File: src/rtl/core/rrspan_pkg.sv
// Shared types and constants for the rounded rectangle row span generator.
package rrspan_pkg;

    // Register indexes of the configuration port
    typedef enum logic [2:0] {
        CFG_RECT_LEFT     = 3'd0,
        CFG_RECT_TOP      = 3'd1,
        CFG_RECT_WIDTH    = 3'd2,
        CFG_RECT_HEIGHT   = 3'd3,
        CFG_CORNER_RADIUS = 3'd4,
        CFG_CORNER_MASK   = 3'd5
    } t_cfg_idx;

    // Corner mask bits
    localparam logic [3:0] MASK_TL = 4'h1;
    localparam logic [3:0] MASK_TR = 4'h2;
    localparam logic [3:0] MASK_BL = 4'h4;
    localparam logic [3:0] MASK_BR = 4'h8;

    // One root digit per step; radius is at most 11 bits
    localparam int ROOT_STEPS = 11;

    typedef enum logic [2:0] {
        ST_IDLE,
        ST_PREP,
        ST_SQUARE,
        ST_DIFF,
        ST_ROOT,
        ST_FINISH
    } t_state;

    typedef struct packed {
        logic load_in;
        logic prep;
        logic square;
        logic diff;
        logic root_step;
        logic finish;
    } t_ctrl_cmd;

endpackage

File: src/rtl/core/rrspan_ctrl.sv
// Sequencer for the row span datapath: steps one row through its phases.
module rrspan_ctrl (
    input  logic                  i_clk,
    input  logic                  i_rst_n,
    input  logic                  i_valid,
    output logic                  o_ready,
    input  logic                  i_ready,
    output logic                  o_valid,
    output rrspan_pkg::t_ctrl_cmd o_cmd
);
    import rrspan_pkg::*;

    localparam int StepW = $clog2(ROOT_STEPS);

    t_state           r_state, n_state;
    logic [StepW-1:0] r_step, n_step;
    logic             r_out_valid, n_out_valid;

    always_ff @(posedge i_clk) begin
        if (!i_rst_n) begin
            r_state     <= ST_IDLE;
            r_step      <= '0;
            r_out_valid <= 1'b0;
        end else begin
            r_state     <= n_state;
            r_step      <= n_step;
            r_out_valid <= n_out_valid;
        end
    end

    always_comb begin
        n_state = r_state;
        n_step  = r_step;
        o_cmd   = '0;
        o_ready = 1'b0;
        unique case (r_state)
            ST_IDLE: begin
                o_ready = 1'b1;
                if (i_valid) begin
                    o_cmd.load_in = 1'b1;
                    n_state       = ST_PREP;
                end
            end
            ST_PREP: begin
                o_cmd.prep = 1'b1;
                n_state    = ST_SQUARE;
            end
            ST_SQUARE: begin
                o_cmd.square = 1'b1;
                n_state      = ST_DIFF;
            end
            ST_DIFF: begin
                o_cmd.diff = 1'b1;
                n_step     = '0;
                n_state    = ST_ROOT;
            end
            ST_ROOT: begin
                o_cmd.root_step = 1'b1;
                if (r_step == StepW'(ROOT_STEPS - 1)) begin
                    n_state = ST_FINISH;
                end else begin
                    n_step = r_step + 1'b1;
                end
            end
            ST_FINISH: begin
                // hold until the output register is free
                if (!r_out_valid || i_ready) begin
                    o_cmd.finish = 1'b1;
                    n_state      = ST_IDLE;
                end
            end
            default: begin
                n_state = ST_IDLE;
            end
        endcase
    end

    always_comb begin
        if (o_cmd.finish) begin
            n_out_valid = 1'b1;
        end else if (i_ready) begin
            n_out_valid = 1'b0;
        end else begin
            n_out_valid = r_out_valid;
        end
    end

    assign o_valid = r_out_valid;

endmodule

File: src/rtl/core/rrspan_dp.sv
// Datapath: configuration registers, corner setup, square root and span clip.
module rrspan_dp #(
    parameter int SCREEN_WIDTH  = 1024,
    parameter int SCREEN_HEIGHT = 768
) (
    input  logic                  i_clk,
    input  logic                  i_rst_n,
    input  rrspan_pkg::t_ctrl_cmd i_cmd,
    input  logic                  i_cfg_we,
    input  logic [2:0]            i_cfg_index,
    input  logic [12:0]           i_cfg_data,
    input  logic [11:0]           i_row_offset,
    output logic signed [13:0]    o_screen_row,
    output logic [11:0]           o_span_start,
    output logic [12:0]           o_span_end,
    output logic                  o_span_visible
);
    import rrspan_pkg::*;

    localparam logic signed [13:0] ScreenW = 14'(SCREEN_WIDTH);
    localparam logic signed [13:0] ScreenH = 14'(SCREEN_HEIGHT);

    // configuration
    logic signed [12:0] r_left, r_top;
    logic [11:0]        r_width, r_height;
    logic [10:0]        r_radius;
    logic [3:0]         r_mask;

    always_ff @(posedge i_clk) begin
        if (!i_rst_n) begin
            r_left   <= '0;
            r_top    <= '0;
            r_width  <= '0;
            r_height <= '0;
            r_radius <= '0;
            r_mask   <= MASK_TL | MASK_TR | MASK_BL | MASK_BR;
        end else if (i_cfg_we) begin
            unique case (t_cfg_idx'(i_cfg_index))
                CFG_RECT_LEFT:     r_left   <= i_cfg_data;
                CFG_RECT_TOP:      r_top    <= i_cfg_data;
                CFG_RECT_WIDTH:    r_width  <= i_cfg_data[11:0];
                CFG_RECT_HEIGHT:   r_height <= i_cfg_data[11:0];
                CFG_CORNER_RADIUS: r_radius <= i_cfg_data[10:0];
                CFG_CORNER_MASK:   r_mask   <= i_cfg_data[3:0];
                default: ;
            endcase
        end
    end

    // working registers
    logic [11:0]        r_row;
    logic signed [13:0] r_ay;
    logic               r_base_vis;
    logic [10:0]        r_r, r_dy;
    logic               r_cut_l, r_cut_r;
    logic [21:0]        r_rsq, r_dsq, r_v;
    logic [11:0]        r_rem;
    logic [10:0]        r_root;

    // setup: screen row, basic visibility, clamped radius and corner distance
    logic signed [13:0] w_ay;
    logic               w_base_vis, w_round;
    logic [10:0]        w_r, w_dy;
    logic [11:0]        w_h_minus_r;
    logic               w_top, w_bot, w_cut_l, w_cut_r;

    assign w_ay = $signed({r_top[12], r_top}) + $signed({2'b00, r_row});
    assign w_base_vis = (r_width != '0) && (r_height != '0) && (r_row < r_height)
                        && !w_ay[13] && (w_ay < ScreenH);
    assign w_round = w_base_vis && (r_radius != '0) && (r_mask != '0);

    always_comb begin
        w_r = r_radius;
        if (w_r > r_width[11:1]) begin
            w_r = r_width[11:1];
        end
        if (w_r > r_height[11:1]) begin
            w_r = r_height[11:1];
        end
    end

    assign w_h_minus_r = r_height - {1'b0, w_r};
    assign w_top = r_row < {1'b0, w_r};
    assign w_bot = r_row >= w_h_minus_r;

    always_comb begin
        w_dy    = '0;
        w_cut_l = 1'b0;
        w_cut_r = 1'b0;
        priority if (w_top) begin
            w_dy    = 11'({1'b0, w_r} - r_row - 12'd1);
            w_cut_l = w_round && ((r_mask & MASK_TL) != '0);
            w_cut_r = w_round && ((r_mask & MASK_TR) != '0);
        end else if (w_bot) begin
            w_dy    = 11'(r_row - w_h_minus_r);
            w_cut_l = w_round && ((r_mask & MASK_BL) != '0);
            w_cut_r = w_round && ((r_mask & MASK_BR) != '0);
        end else begin
            w_dy = '0;
        end
    end

    // root step: two radicand bits per step, remainder kept below 2*root+1
    logic [13:0] w_rem_sh, w_trial;
    logic        w_ge;

    assign w_rem_sh = {r_rem, r_v[21:20]};
    assign w_trial  = {1'b0, r_root, 2'b01};
    assign w_ge     = w_rem_sh >= w_trial;

    // finish: cut, edges, clip
    logic [11:0]        w_ceil;
    logic [10:0]        w_cut, w_cut_lv, w_cut_rv;
    logic signed [13:0] w_x0, w_x1, w_x0c, w_x1c;
    logic               w_vis;

    assign w_ceil   = {1'b0, r_root} + {11'b0, (r_rem != '0)};
    assign w_cut    = 11'({1'b0, r_r} - w_ceil);
    assign w_cut_lv = r_cut_l ? w_cut : 11'd0;
    assign w_cut_rv = r_cut_r ? w_cut : 11'd0;
    assign w_x0 = $signed({r_left[12], r_left}) + $signed({3'b000, w_cut_lv});
    assign w_x1 = $signed({r_left[12], r_left}) + $signed({2'b00, r_width})
                  - $signed({3'b000, w_cut_rv});
    assign w_x0c = w_x0[13] ? 14'sd0 : w_x0;
    assign w_x1c = (w_x1 > ScreenW) ? ScreenW : w_x1;
    assign w_vis = r_base_vis && (w_x0c < w_x1c);

    always_ff @(posedge i_clk) begin
        if (i_cmd.load_in) begin
            r_row <= i_row_offset;
        end
        if (i_cmd.prep) begin
            r_ay       <= w_ay;
            r_base_vis <= w_base_vis;
            r_r        <= w_r;
            r_dy       <= w_dy;
            r_cut_l    <= w_cut_l;
            r_cut_r    <= w_cut_r;
        end
        if (i_cmd.square) begin
            r_rsq <= {11'b0, r_r} * {11'b0, r_r};
            r_dsq <= {11'b0, r_dy} * {11'b0, r_dy};
        end
        if (i_cmd.diff) begin
            r_v    <= r_rsq - r_dsq;
            r_rem  <= '0;
            r_root <= '0;
        end
        if (i_cmd.root_step) begin
            r_v <= {r_v[19:0], 2'b00};
            if (w_ge) begin
                r_rem  <= 12'(w_rem_sh - w_trial);
                r_root <= {r_root[9:0], 1'b1};
            end else begin
                r_rem  <= w_rem_sh[11:0];
                r_root <= {r_root[9:0], 1'b0};
            end
        end
        if (i_cmd.finish) begin
            o_screen_row   <= r_ay;
            o_span_start   <= w_vis ? w_x0c[11:0] : 12'd0;
            o_span_end     <= w_vis ? w_x1c[12:0] : 13'd0;
            o_span_visible <= w_vis;
        end
    end

endmodule

File: src/rtl/core/rounded_rect_row_span.sv
// Rows are taken one at a time: a new row is accepted only once the last has reached the output register.
// Each row runs an 11-step digit-by-digit square root.
// The output register frees the input side: a new row is taken while a result waits.
// Reset (i_rst_n low, synchronous): sequencer idle, no result pending,
// geometry registers zero and all four corners marked rounded.
module rounded_rect_row_span #(
    parameter int SCREEN_WIDTH  = 1024,
    parameter int SCREEN_HEIGHT = 768
) (
    input  logic               i_clk,
    input  logic               i_rst_n,
    // row offset beats
    input  logic               i_valid,
    output logic               o_ready,
    input  logic [11:0]        i_row_offset,
    // span beats
    output logic               o_valid,
    input  logic               i_ready,
    output logic signed [13:0] o_screen_row,
    output logic [11:0]        o_span_start,
    output logic [12:0]        o_span_end,
    output logic               o_span_visible,
    // register writes
    input  logic               i_cfg_valid,
    output logic               o_cfg_ready,
    input  logic [2:0]         i_cfg_index,
    input  logic [12:0]        i_cfg_data
);
    import rrspan_pkg::*;

    t_ctrl_cmd w_cmd;

    // Registers take a write in any cycle; writes land only while idle by contract.
    assign o_cfg_ready = 1'b1;

    // Sequencer: accept a row, then step setup, squares, difference,
    // eleven root digits and the final clip into the output register.
    rrspan_ctrl u_ctrl (
        .i_clk   (i_clk),
        .i_rst_n (i_rst_n),
        .i_valid (i_valid),
        .o_ready (o_ready),
        .i_ready (i_ready),
        .o_valid (o_valid),
        .o_cmd   (w_cmd)
    );

    // Datapath: clamp the radius, find the corner row distance, compute
    // ceil(sqrt(r*r - dy*dy)), cut the rounded sides and clip to the screen.
    rrspan_dp #(
        .SCREEN_WIDTH  (SCREEN_WIDTH),
        .SCREEN_HEIGHT (SCREEN_HEIGHT)
    ) u_dp (
        .i_clk          (i_clk),
        .i_rst_n        (i_rst_n),
        .i_cmd          (w_cmd),
        .i_cfg_we       (i_cfg_valid && o_cfg_ready),
        .i_cfg_index    (i_cfg_index),
        .i_cfg_data     (i_cfg_data),
        .i_row_offset   (i_row_offset),
        .o_screen_row   (o_screen_row),
        .o_span_start   (o_span_start),
        .o_span_end     (o_span_end),
        .o_span_visible (o_span_visible)
    );

`ifndef ASSERT_OFF
    // An invisible span reports zero edges.
    a_invis_zero: assert property (@(posedge i_clk) disable iff (!i_rst_n)
        (o_valid && !o_span_visible) |-> (o_span_start == '0 && o_span_end == '0))
        else $error("invisible span with nonzero edges");

    // A visible span is nonempty and ends on screen.
    a_vis_span: assert property (@(posedge i_clk) disable iff (!i_rst_n)
        (o_valid && o_span_visible) |->
            ({1'b0, o_span_start} < o_span_end && o_span_end <= 13'(SCREEN_WIDTH)))
        else $error("visible span out of order or off screen");

    // Never overwrite a result that has not been taken.
    a_no_overwrite: assert property (@(posedge i_clk) disable iff (!i_rst_n)
        w_cmd.finish |-> (!o_valid || i_ready))
        else $error("result overwritten while stalled");

    // One row in flight: after an accepted beat the input side closes.
    a_one_in_flight: assert property (@(posedge i_clk) disable iff (!i_rst_n)
        (i_valid && o_ready) |=> !o_ready)
        else $error("second row accepted while one is in flight");
`endif

endmodule

File: config.mk
export PLATFORM = sky130hd
export DESIGN_NAME = rounded_rect_row_span
export DESIGN_NICKNAME = d
export VERILOG_FILES = /design/src/rtl/core/rrspan_pkg.sv /design/src/rtl/core/rrspan_ctrl.sv /design/src/rtl/core/rrspan_dp.sv /design/src/rtl/core/rounded_rect_row_span.sv
export SDC_FILE = /design/constraint.sdc
export NUM_CORES = 1
export LEC_CHECK = 0
export ABC_CLOCK_PERIOD_IN_PS = 16970
export BUFFER_PORTS_ARGS = -buffer_cell sky130_fd_sc_hd__buf_2
export CORE_ASPECT_RATIO = 0.5
export CORE_UTILIZATION = 62
export CTS_CLUSTER_SIZE = 12
export DETAILED_ROUTE_END_ITERATION = 6
export GPL_TIMING_DRIVEN = 0
export HOLD_SLACK_MARGIN = 0.1
export PLACE_DENSITY_LB_ADDON = 0.25
export SYNTH_ARGS = -nofsm -noshare
export SYNTH_HDL_FRONTEND = slang
export SYNTH_HIERARCHICAL = 1
export SYNTH_SLANG_ARGS = --single-unit
File: constraint.sdc
create_clock -name i_clk -period 16.97 [get_ports i_clk]
set_clock_uncertainty 0.2 [all_clocks]
set_input_delay 0.8485 -clock i_clk [delete_from_list [all_inputs] [get_ports i_clk]]
set_output_delay 0.8485 -clock i_clk [all_outputs]
set_load 0.1 [all_outputs]
==> flow_summary.yaml, run 1 <==
floorplanning:
  placementRows: 49
  initial_utilization: 0.640
  die_w_um: 276
  ioPinCount: 76
  die_y_um: 139
  core_area_mm2: 0.0365
  dieArea_mm2: 0.0385
routing:
  drc: 0
  drtIter0Drc: 1613
  ant_nets: 0
  dr.pass1.iters: 7
  routed_via_density: 5.90
  wl_um: 56100
  vias: 18500
  wl_per_cell_um: 17.9
clocking:
  path_clk_slew_ns: 0.06
  clock_latency_ns: 0.57
  clock_path_buffers: 3
  htreeDepth: 1
  cts_root_buf: "clkbuf_16"
  cts_tree: "done"
  postCtsResizedCells: 0
  cts_setup_buffers: 0
  cts_buffers: 26
  hold_buffers: 0
  cts.sinks: 251
worst_setup_path:
  regToRegEndpoint: "u_dp/r_dy[5]$_DFFE_PP_"
  cp_slowest_cell: "o41ai_2"
  cp-start-kind: "flip-flop"
  crit_arrival_ns: 9.93
  timing.rr.start: "u_dp/r_width[2]$_SDFFE_PN0P_"
  crit_path_max_incr_delay_ns: 0.88
  cp.required_ns: 17.02
  critPathKind: "reg2reg"
  reg2reg_setup_slack_ns: 7.09
  crit_path_end_kind: "flip-flop"
  reg2reg_depth: 36
  worstPathMaxFanout: 10
hold_path:
  hold_depth: 0
  hold_class: "reg2reg"
  holdPathEnd: "u_dp/o_screen_row[11]$_DFFE_PP_"
  hp-start: "u_dp/r_ay[11]$_DFFE_PP_"
grt:
  busiest_layer: "met2"
  grt_pass1_vias: 17900
  grt_antenna_before_repair: 0
  grt_overflow: 0
  grt_first_pass_wirelength_um: 89800
  grt_util_met3: 0.0542
  grt_use_total: 0.290
  grt_use_met1: 0.394
  use_met2: 0.483
  grt_max_degree: 44
logic_synthesis:
  seq_area_frac_synth: 0.291
  syn_avg_cell_area_um2: 9.25
  ys_seq_elements: 251
  async_flop_share: 0
  syn_area_mm2: 0.0233
  syn_inst: 2523
  synth-edff-count: 176
  yosysUniqueCellTypes: 78
  ys.flop_type: "edfxtp_1"
  synth.yosys.warnings: 6
timing:
  finalCriticalPeriod_ns: 9.88
  hold_viol_final: 0
  rsz0062_at_grt: "false"
  fin_crit_sh: 0.582
  max_slew_margin: 0.259
  tightestPinTransition_ns: 1.11
  fmax_mhz: 101
  setup_viol_count_final: 0
  drv_slew: 0
  tns_ns: 0
layout:
  antenna_cells: 0
  fin_nets: 3094
  fill_cells: 2799
  syn_to_final_growth_pct: 8.20
  layout_common_cells: "inv_1, ha_1, nand2_1, edfxtp_1, fa_1"
  multiInputGateArea_mm2: 0.0149
  final_common_cell: "inv_1"
  seq_area_mm2: 0.00679
  drive_gt1_frac: 0.0585
job:
  drv_cap: 0
status:
  status: "complete, no violations"
placement:
  place_hpwl_um: 44200
  port_buffers: 73
  routabilityCongestion: 0.950
==> registers in the layout, indices dropped and copies added (netlist names), 12 cells and up <==
signal,cells
u_dp/r_rsq,21
u_dp/r_v,22
u_dp/r_height,12
u_dp/r_dsq,21
u_dp/r_rem,12
u_dp/r_width,12
u_dp/o_screen_row,14
u_dp/o_span_start,12
u_dp/r_left,13
u_dp/o_span_end,13
u_dp/r_ay,14
u_dp/r_top,13
u_dp/r_row,12
==> stage by stage <==
stage               instance area (um^2)  setup WS, ns   util  hold slack, ns  cells
floorplan                          23300          9.25      -           0.200   2524
global placement                   24300          7.65  0.666           0.202   3081
detailed placement                 24400          7.57  0.669           0.205   3087
CTS                                25200          7.47  0.692           0.220   3135
global route                       25200          6.74  0.692           0.223   3135
finish                             25200          7.09  0.692           0.218   3135
==> cell type report <==
cell class,count,area share
flip-flops and latches,251,0.269
repair buffers,79,0.0174
clock inverters,3,0.00273
well taps,484,0.0240
multi-input cells,1842,0.590
inverters,355,0.0528
plain buffers,76,0.0131
clock buffers,45,0.0311
==> per-layer routing <==
metal	share of wire	vias to the layer above
met5	0	-
met4	0.017	0
met3	0.076	84
met2	0.46	594
met1	0.44	8902
li1	-	8907
==> worst max-delay path by stage <==
stage	endpoint	cells past startpoint	startpoint
5_1_grt	u_dp/r_dy[10]$_DFFE_PP_	35	u_dp/r_width[2]$_SDFFE_PN0P_
4_1_cts	u_dp/r_dy[5]$_DFFE_PP_	36	u_dp/r_width[2]$_SDFFE_PN0P_
3_3_place_gp	u_dp/r_dy[5]$_DFFE_PP_	36	u_dp/r_width[2]$_SDFFE_PN0P_
2_1_floorplan	u_dp/o_span_start[11]$_SDFFCE_PN0P_	35	u_dp/r_rem[9]$_SDFFCE_PN0P_
3_5_place_dp	u_dp/r_dy[5]$_DFFE_PP_	36	u_dp/r_width[2]$_SDFFE_PN0P_
6_report	u_dp/r_dy[5]$_DFFE_PP_	36	u_dp/r_width[2]$_SDFFE_PN0P_
==> synth_stat cells, types with 15 or more instances <==
cell type / n / area, um^2
xor2_1: 44 / 385
a211oi_1: 20 / 150
inv_1: 352 / 1320
o21ai_0: 96 / 480
dfxtp_1: 75 / 1500
clkbuf_1: 63 / 236
nor3_1: 41 / 205
nor4_1: 18 / 113
nor2_1: 113 / 424
a21boi_0: 78 / 586
a21oi_1: 110 / 551
xnor2_1: 71 / 622
nor2b_1: 33 / 206
o21a_1: 33 / 248
nand3_1: 66 / 330
edfxtp_1: 176 / 5290
and2_1: 76 / 475
nand2b_1: 22 / 138
and3_1: 18 / 113
fa_1: 145 / 2900
or3_1: 27 / 169
ha_1: 285 / 3570
a31oi_1: 15 / 93.8
nand2_1: 268 / 1010
a21o_1: 52 / 390
==> cell families after synthesis <==
logic type,share of synthesized area
other,0.000322
adders and majority gates,0.277
and+or+nand+nor,0.155
DFF,0.291
xor gates and xnor gates,0.0432
AOI/OAI and AO/OA,0.155
buffers and inverters,0.0713
muxes,0.00708
==> critical path: cells and delay by family (launching register included) <==
| family | cells | cell delay (ns) |
|---|---|---|
| buffers and inverters | 4 | 1.20 |
| AOI/OAI and AO/OA | 21 | 5.36 |
| DFF | 1 | 0.42 |
| adders and majority gates | 5 | 1.54 |
| and+or+nand+nor | 6 | 0.83 |
Power of run 1 is not shown: default switching activity piles up to over one toggle a cycle in this logic, so the estimate is an artifact.
==> run 2: changes to the inputs <==
--- a/config.mk
+++ b/config.mk
@@ -5,10 +5,11 @@
 export SDC_FILE = /design/constraint.sdc
 export NUM_CORES = 1
 export LEC_CHECK = 0
-export ABC_CLOCK_PERIOD_IN_PS = 16970
+export ABC_AREA = 1
+export ABC_CLOCK_PERIOD_IN_PS = 9050
 export BUFFER_PORTS_ARGS = -buffer_cell sky130_fd_sc_hd__buf_2
 export CORE_ASPECT_RATIO = 0.5
-export CORE_UTILIZATION = 62
+export CORE_UTILIZATION = 58
 export CTS_CLUSTER_SIZE = 12
 export DETAILED_ROUTE_END_ITERATION = 6
 export GPL_TIMING_DRIVEN = 0
==> constraint.sdc (replaced) <==
create_clock -name i_clk -period 9.05 [get_ports i_clk]
set_clock_uncertainty 0.2 [all_clocks]
set_input_delay 0.4525 -clock i_clk [delete_from_list [all_inputs] [get_ports i_clk]]
set_output_delay 0.4525 -clock i_clk [all_outputs]
set_load 0.1 [all_outputs]
==> flow_summary.yaml, run 2 <==
floorplanning:
  placementRows: 50
  core_area_mm2: 0.0380
  dieArea_mm2: 0.0402
  die_y_um: 142
  ioPinCount: 76
  initial_utilization: 0.600
  die_w_um: 282
worst_setup_path:
  crit_path_end_kind: "flip-flop"
  reg2reg_setup_slack_ns: 0.55
  worstPathMaxFanout: 10
  critical_path.most_common_cell: "o21ai_0"
  critPathBufInv: 5
  reg2reg_depth: 37
  critPathKind: "reg2reg"
  path_depth: 37
  cp_slowest_cell: "o21ai_0"
  cp-start-kind: "flip-flop"
  crit_arrival_ns: 8.65
  cp.required_ns: 9.20
  regToRegEndpoint: "u_dp/r_dy[0]$_DFFE_PP_"
  crit_path_max_incr_delay_ns: 0.43
  timing.rr.start: "u_dp/r_width[11]$_SDFFE_PN0P_"
  path_delay_family: "compound AO/OA/AOI/OAI gates"
clocking:
  cts_tree: "done"
  htreeDepth: 1
  path_clk_slew_ns: 0.07
  clock_path_buffers: 3
  cts_buffers: 26
  clock_latency_ns: 0.57
  cts.sinks: 251
  cts_root_buf: "clkbuf_16"
  cts_setup_buffers: 0
layout:
  fin_area_mm2: 0.0250
  final_common_cell: "inv_1"
  fin_util: 0.657
  fin_nets: 3351
  largest_reg_flops: 22
  top_regs: "u_dp/r_v x22, u_dp/r_dsq x21, u_dp/r_rsq x21"
  syn_to_final_growth_pct: 9.52
  largest_register: "u_dp/r_v"
  layout_common_cells: "inv_1, nand2_1, ha_1, a21oi_1, nor2_1"
  antenna_cells: 0
  drive_gt1_frac: 0.0585
routing:
  routed_via_density: 5.38
  wl_um: 54200
  drtIter0Drc: 1552
  vias: 18400
  drc: 1
  wl_per_cell_um: 15.8
  ant_nets: 0
  dr.pass1.iters: 7
timing:
  fmax_mhz: 118
  drv_slew: 0
  hold_viol_final: 0
  fin_crit_sh: 0.940
  tns_ns: 0
  finalCriticalPeriod_ns: 8.50
  setup_viol_count_final: 0
  max_slew_margin: 0.190
  rsz0062_at_grt: "false"
  tightestPinTransition_ns: 1.20
placement:
  port_buffers: 74
  dpl_cell_area_mm2: 0.0239
  routabilityCongestion: 0.933
  place_hpwl_um: 43200
grt:
  use_met2: 0.438
  grt_pass1_vias: 17700
  grt_first_pass_wirelength_um: 87100
  grt_antenna_before_repair: 0
  grt_use_total: 0.273
  grt_overflow: 0
  busiest_layer: "met2"
  grt_max_degree: 41
  grt_use_met1: 0.387
  grt_util_met3: 0.0381
logic_synthesis:
  yosys-top-cells-area: "edfxtp_1, ha_1, fa_1"
  synth_top_cells_by_count: "inv_1, nand2_1, ha_1"
  ys_seq_elements: 251
  synth-edff-count: 176
  yosysUniqueCellTypes: 55
  syn_area_mm2: 0.0228
  yosysTopAreaCell: "edfxtp_1"
  async_flop_share: 0
  yosysMostFrequentCell: "inv_1"
  syn_avg_cell_area_um2: 8.29
  seq_area_frac_synth: 0.298
  synth_top_area_frac: 0.232
  syn_inst: 2752
  synth.yosys.warnings: 6
  ys.flop_type: "edfxtp_1"
hold_path:
  holdPathEnd: "u_ctrl/r_state[2]$_SDFFE_PN0P_"
  hold_class: "in2reg"
  hp-start: "i_valid"
  hold_depth: 5
job:
  drv_cap: 0
status:
  status: "finished, violations left"
  violations: "DRC"
-- run 2: repair_timing --
item                       in CTS  in global routing
setup endpoints to repair       0                 10
gates resized for setup         0                  1
hold buffers                   27                  0
hold endpoints to repair       59                  0
-- run 2: how the worst max path moves through the flow --
| stage | start | to | slack, ns |
|---|---|---|---|
| floorplan | u_dp/r_rem[6]$_SDFFCE_PN0P_ | u_dp/o_span_visible$_DFFE_PP_ | 2.46 |
| global placement | u_dp/r_width[3]$_SDFFE_PN0P_ | u_dp/r_dy[0]$_DFFE_PP_ | 0.75 |
| detailed placement | u_dp/r_width[11]$_SDFFE_PN0P_ | u_dp/r_dy[0]$_DFFE_PP_ | 0.68 |
| CTS | u_dp/r_width[11]$_SDFFE_PN0P_ | u_dp/r_dy[0]$_DFFE_PP_ | 0.60 |
| global route | u_dp/r_width[7]$_SDFFE_PN0P_ | u_dp/r_dy[0]$_DFFE_PP_ | 0.08 |
| finish | u_dp/r_width[11]$_SDFFE_PN0P_ | u_dp/r_dy[0]$_DFFE_PP_ | 0.55 |
-- run 2: worst min-delay path: cells and delay by family --
| family | cells | cell delay [ns] |
|---|---|---|
| AOI/OAI and AO/OA | 1 | 0.08 |
| and+or+nand+nor | 2 | 0.20 |
| buffers and inverters | 2 | 0.12 |
-- run 2: routing by layer --
layer,part of all wire,vias up
met4,0.027,0
met2,0.45,537
met1,0.46,8644
li1,-,9158
met5,0,-
met3,0.069,90
-- run 2: kinds of logic after synthesis --
group,after synthesis,share of synthesized area
simple gates,861,0.158
fa+ha+maj,430,0.284
other cells,2,0.000329
flops,251,0.298
xor+xnor,113,0.0434
buf+inv,625,0.104
compound gates,470,0.113
-- run 2: area by class of cell --
class                   count  area (um^2)
plain buffers              58          243
well taps                 520          651
clock buffers              42          721
inverters                 567         2130
clock inverters             6         43.8
flip-flops and latches    251         6790
repair buffers            107          729
fillers                  3231        13100
multi-input cells        1877        13700
-- run 2: per-stage QoR --
stage	setup WS, ns	hold WS (ns)	cells
global placement	0.749	0.204	3347
CTS	0.596	0.102	3428
finish	0.547	0.127	3428
floorplan	2.46	0.200	2753
global route	0.0809	0.156	3428
detailed placement	0.683	0.205	3353
Power of run 2 is left out for the same reason.
==> run 3: changes to the inputs <==
--- a/config.mk
+++ b/config.mk
@@ -15,6 +15,7 @@
 export GPL_TIMING_DRIVEN = 0
 export HOLD_SLACK_MARGIN = 0.1
 export PLACE_DENSITY_LB_ADDON = 0.25
+export REMOVE_ABC_BUFFERS = 1
 export SYNTH_ARGS = -nofsm -noshare
 export SYNTH_HDL_FRONTEND = slang
 export SYNTH_HIERARCHICAL = 1
==> flow_summary.yaml, run 3 (synthesis results as in run 2) <==
timing:
  rsz0062_at_grt: "false"
  tns_ns: 0
  drv_slew: 0
  hold_slack_ns: 0.138
  hold_viol_final: 0
  finalCriticalPeriod_ns: 8.31
  max_slew_margin: 0.298
  fin_crit_sh: 0.918
  fmax_mhz: 120
  setup_viol_count_final: 0
  tightestPinTransition_ns: 1.05
worst_setup_path:
  cp_slowest_cell: "o21ai_0"
  critical_path.most_common_cell: "nand2_1"
  worstPathMaxFanout: 20
  crit_path_max_incr_delay_ns: 0.80
  crit_arrival_ns: 8.47
  crit_path_end_kind: "flip-flop"
  critPathKind: "reg2reg"
  cp-start-kind: "flip-flop"
  cp.required_ns: 9.21
layout:
  final_common_cell: "inv_1"
  layout_common_cells: "inv_1, nand2_1, ha_1, a21oi_1, nor2_1"
  drive_gt1_frac: 0.0599
  fin_util: 0.652
  fill_cells: 3262
  syn_to_final_growth_pct: 8.73
  fin_nets: 3296
  largest_reg_flops: 22
  antenna_cells: 0
  largest_register: "u_dp/r_v"
  top_regs: "u_dp/r_v x22, u_dp/r_dsq x21, u_dp/r_rsq x21"
floorplanning:
  placementRows: 50
  dieArea_mm2: 0.0402
  core_area_mm2: 0.0380
  die_y_um: 142
  die_w_um: 282
  initial_utilization: 0.600
  ioPinCount: 76
clocking:
  postCtsResizedCells: 0
  cts_root_buf: "clkbuf_16"
  cts_setup_buffers: 0
  cts.sinks: 251
  clock_path_buffers: 3
  cts_tree: "done"
  cts_buffers: 27
  clock_latency_ns: 0.58
  htreeDepth: 1
  path_clk_slew_ns: 0.06
grt:
  grt_overflow: 0
  grt_max_degree: 70
  grt_pass1_vias: 17800
  grt_use_total: 0.267
  grt_antenna_before_repair: 0
  grt_first_pass_wirelength_um: 86100
routing:
  top_layer_used: "met4"
  drc: 0
  vias: 18100
  wl_met1_um: 23600
  wl_met2_um: 23800
  wl_met3_um: 3180
  dr.pass1.iters: 5
  ant_nets: 0
  drtIter0Drc: 1272
  wl_per_cell_um: 15.4
  wl_um: 51800
  routed_via_density: 5.36
placement:
  port_buffers: 74
  place_hpwl_um: 40600
  routabilityCongestion: 0.940
job:
  drv_cap: 0
hold_path:
  hold_class: "in2reg"
status:
  status: "complete, no violations"
## run 3: cell count changes in the layout (fill, tap and decap cells not counted), sizes merged
cell	previous run	this run
clkinvlp	1	0
inv	566	568
clkinv	6	9
buf	86	83
dlygate4sd3	27	26
clkbuf	94	39
## run 3: layer usage
metal	up-vias	global-route usage
met2	429	0.445
met1	8497	0.363
met3	89	0.0424
met5	-	0
met4	0	0.0691
li1	9060	-
## run 3: worst paths after layout
path	from	to	slack [ns]	cells after the start
setup / recovery	u_dp/r_width[3]$_SDFFE_PN0P_	u_dp/r_dy[0]$_DFFE_PP_	0.74	38
setup reg to reg	u_dp/r_width[3]$_SDFFE_PN0P_	u_dp/r_dy[0]$_DFFE_PP_	0.74	38
hold / removal	i_valid	u_ctrl/r_state[2]$_SDFFE_PN0P_	0.14	5
hold reg to reg	u_dp/r_ay[5]$_DFFE_PP_	u_dp/o_screen_row[5]$_DFFE_PP_	0.22	0
## run 3: worst max-delay path: cells and delay by family (launching register included)
family | cells | cell delay, ns
AOI/OAI and AO/OA | 16 | 3.26
xor gates and xnor gates | 1 | 0.16
adders and majority gates | 4 | 1.29
buffers and inverters | 5 | 0.65
DFF | 1 | 0.33
and+or+nand+nor | 12 | 2.21
## run 3: timing repair
item                                   in CTS  in global routing
hold buffers                               26                  0
endpoints found under the hold margin      61                  0
setup endpoints to repair                   0                  0
## run 3: cell type report
type	instances	area (um^2)	share of cell area
clock inverter	10	67.6	0.00272
multi-input combinational	1877	13700	0.552
tap	520	651	0.0262
inverter	567	2130	0.0858
sequential	251	6790	0.274
clock buffer	39	731	0.0295
timing repair buffer	109	757	0.0305
## run 3: metrics by stage
step                instances  worst slack (ns)  instance area [um^2]
finish                   3373             0.738                 24800
global route             3373             0.119                 24800
CTS                      3373             0.947                 24800
detailed placement       3298             0.990                 23700
global placement         3289              1.10                 23600
floorplan                2695              2.51                 22600
Power of run 3 is left out for the same reason.
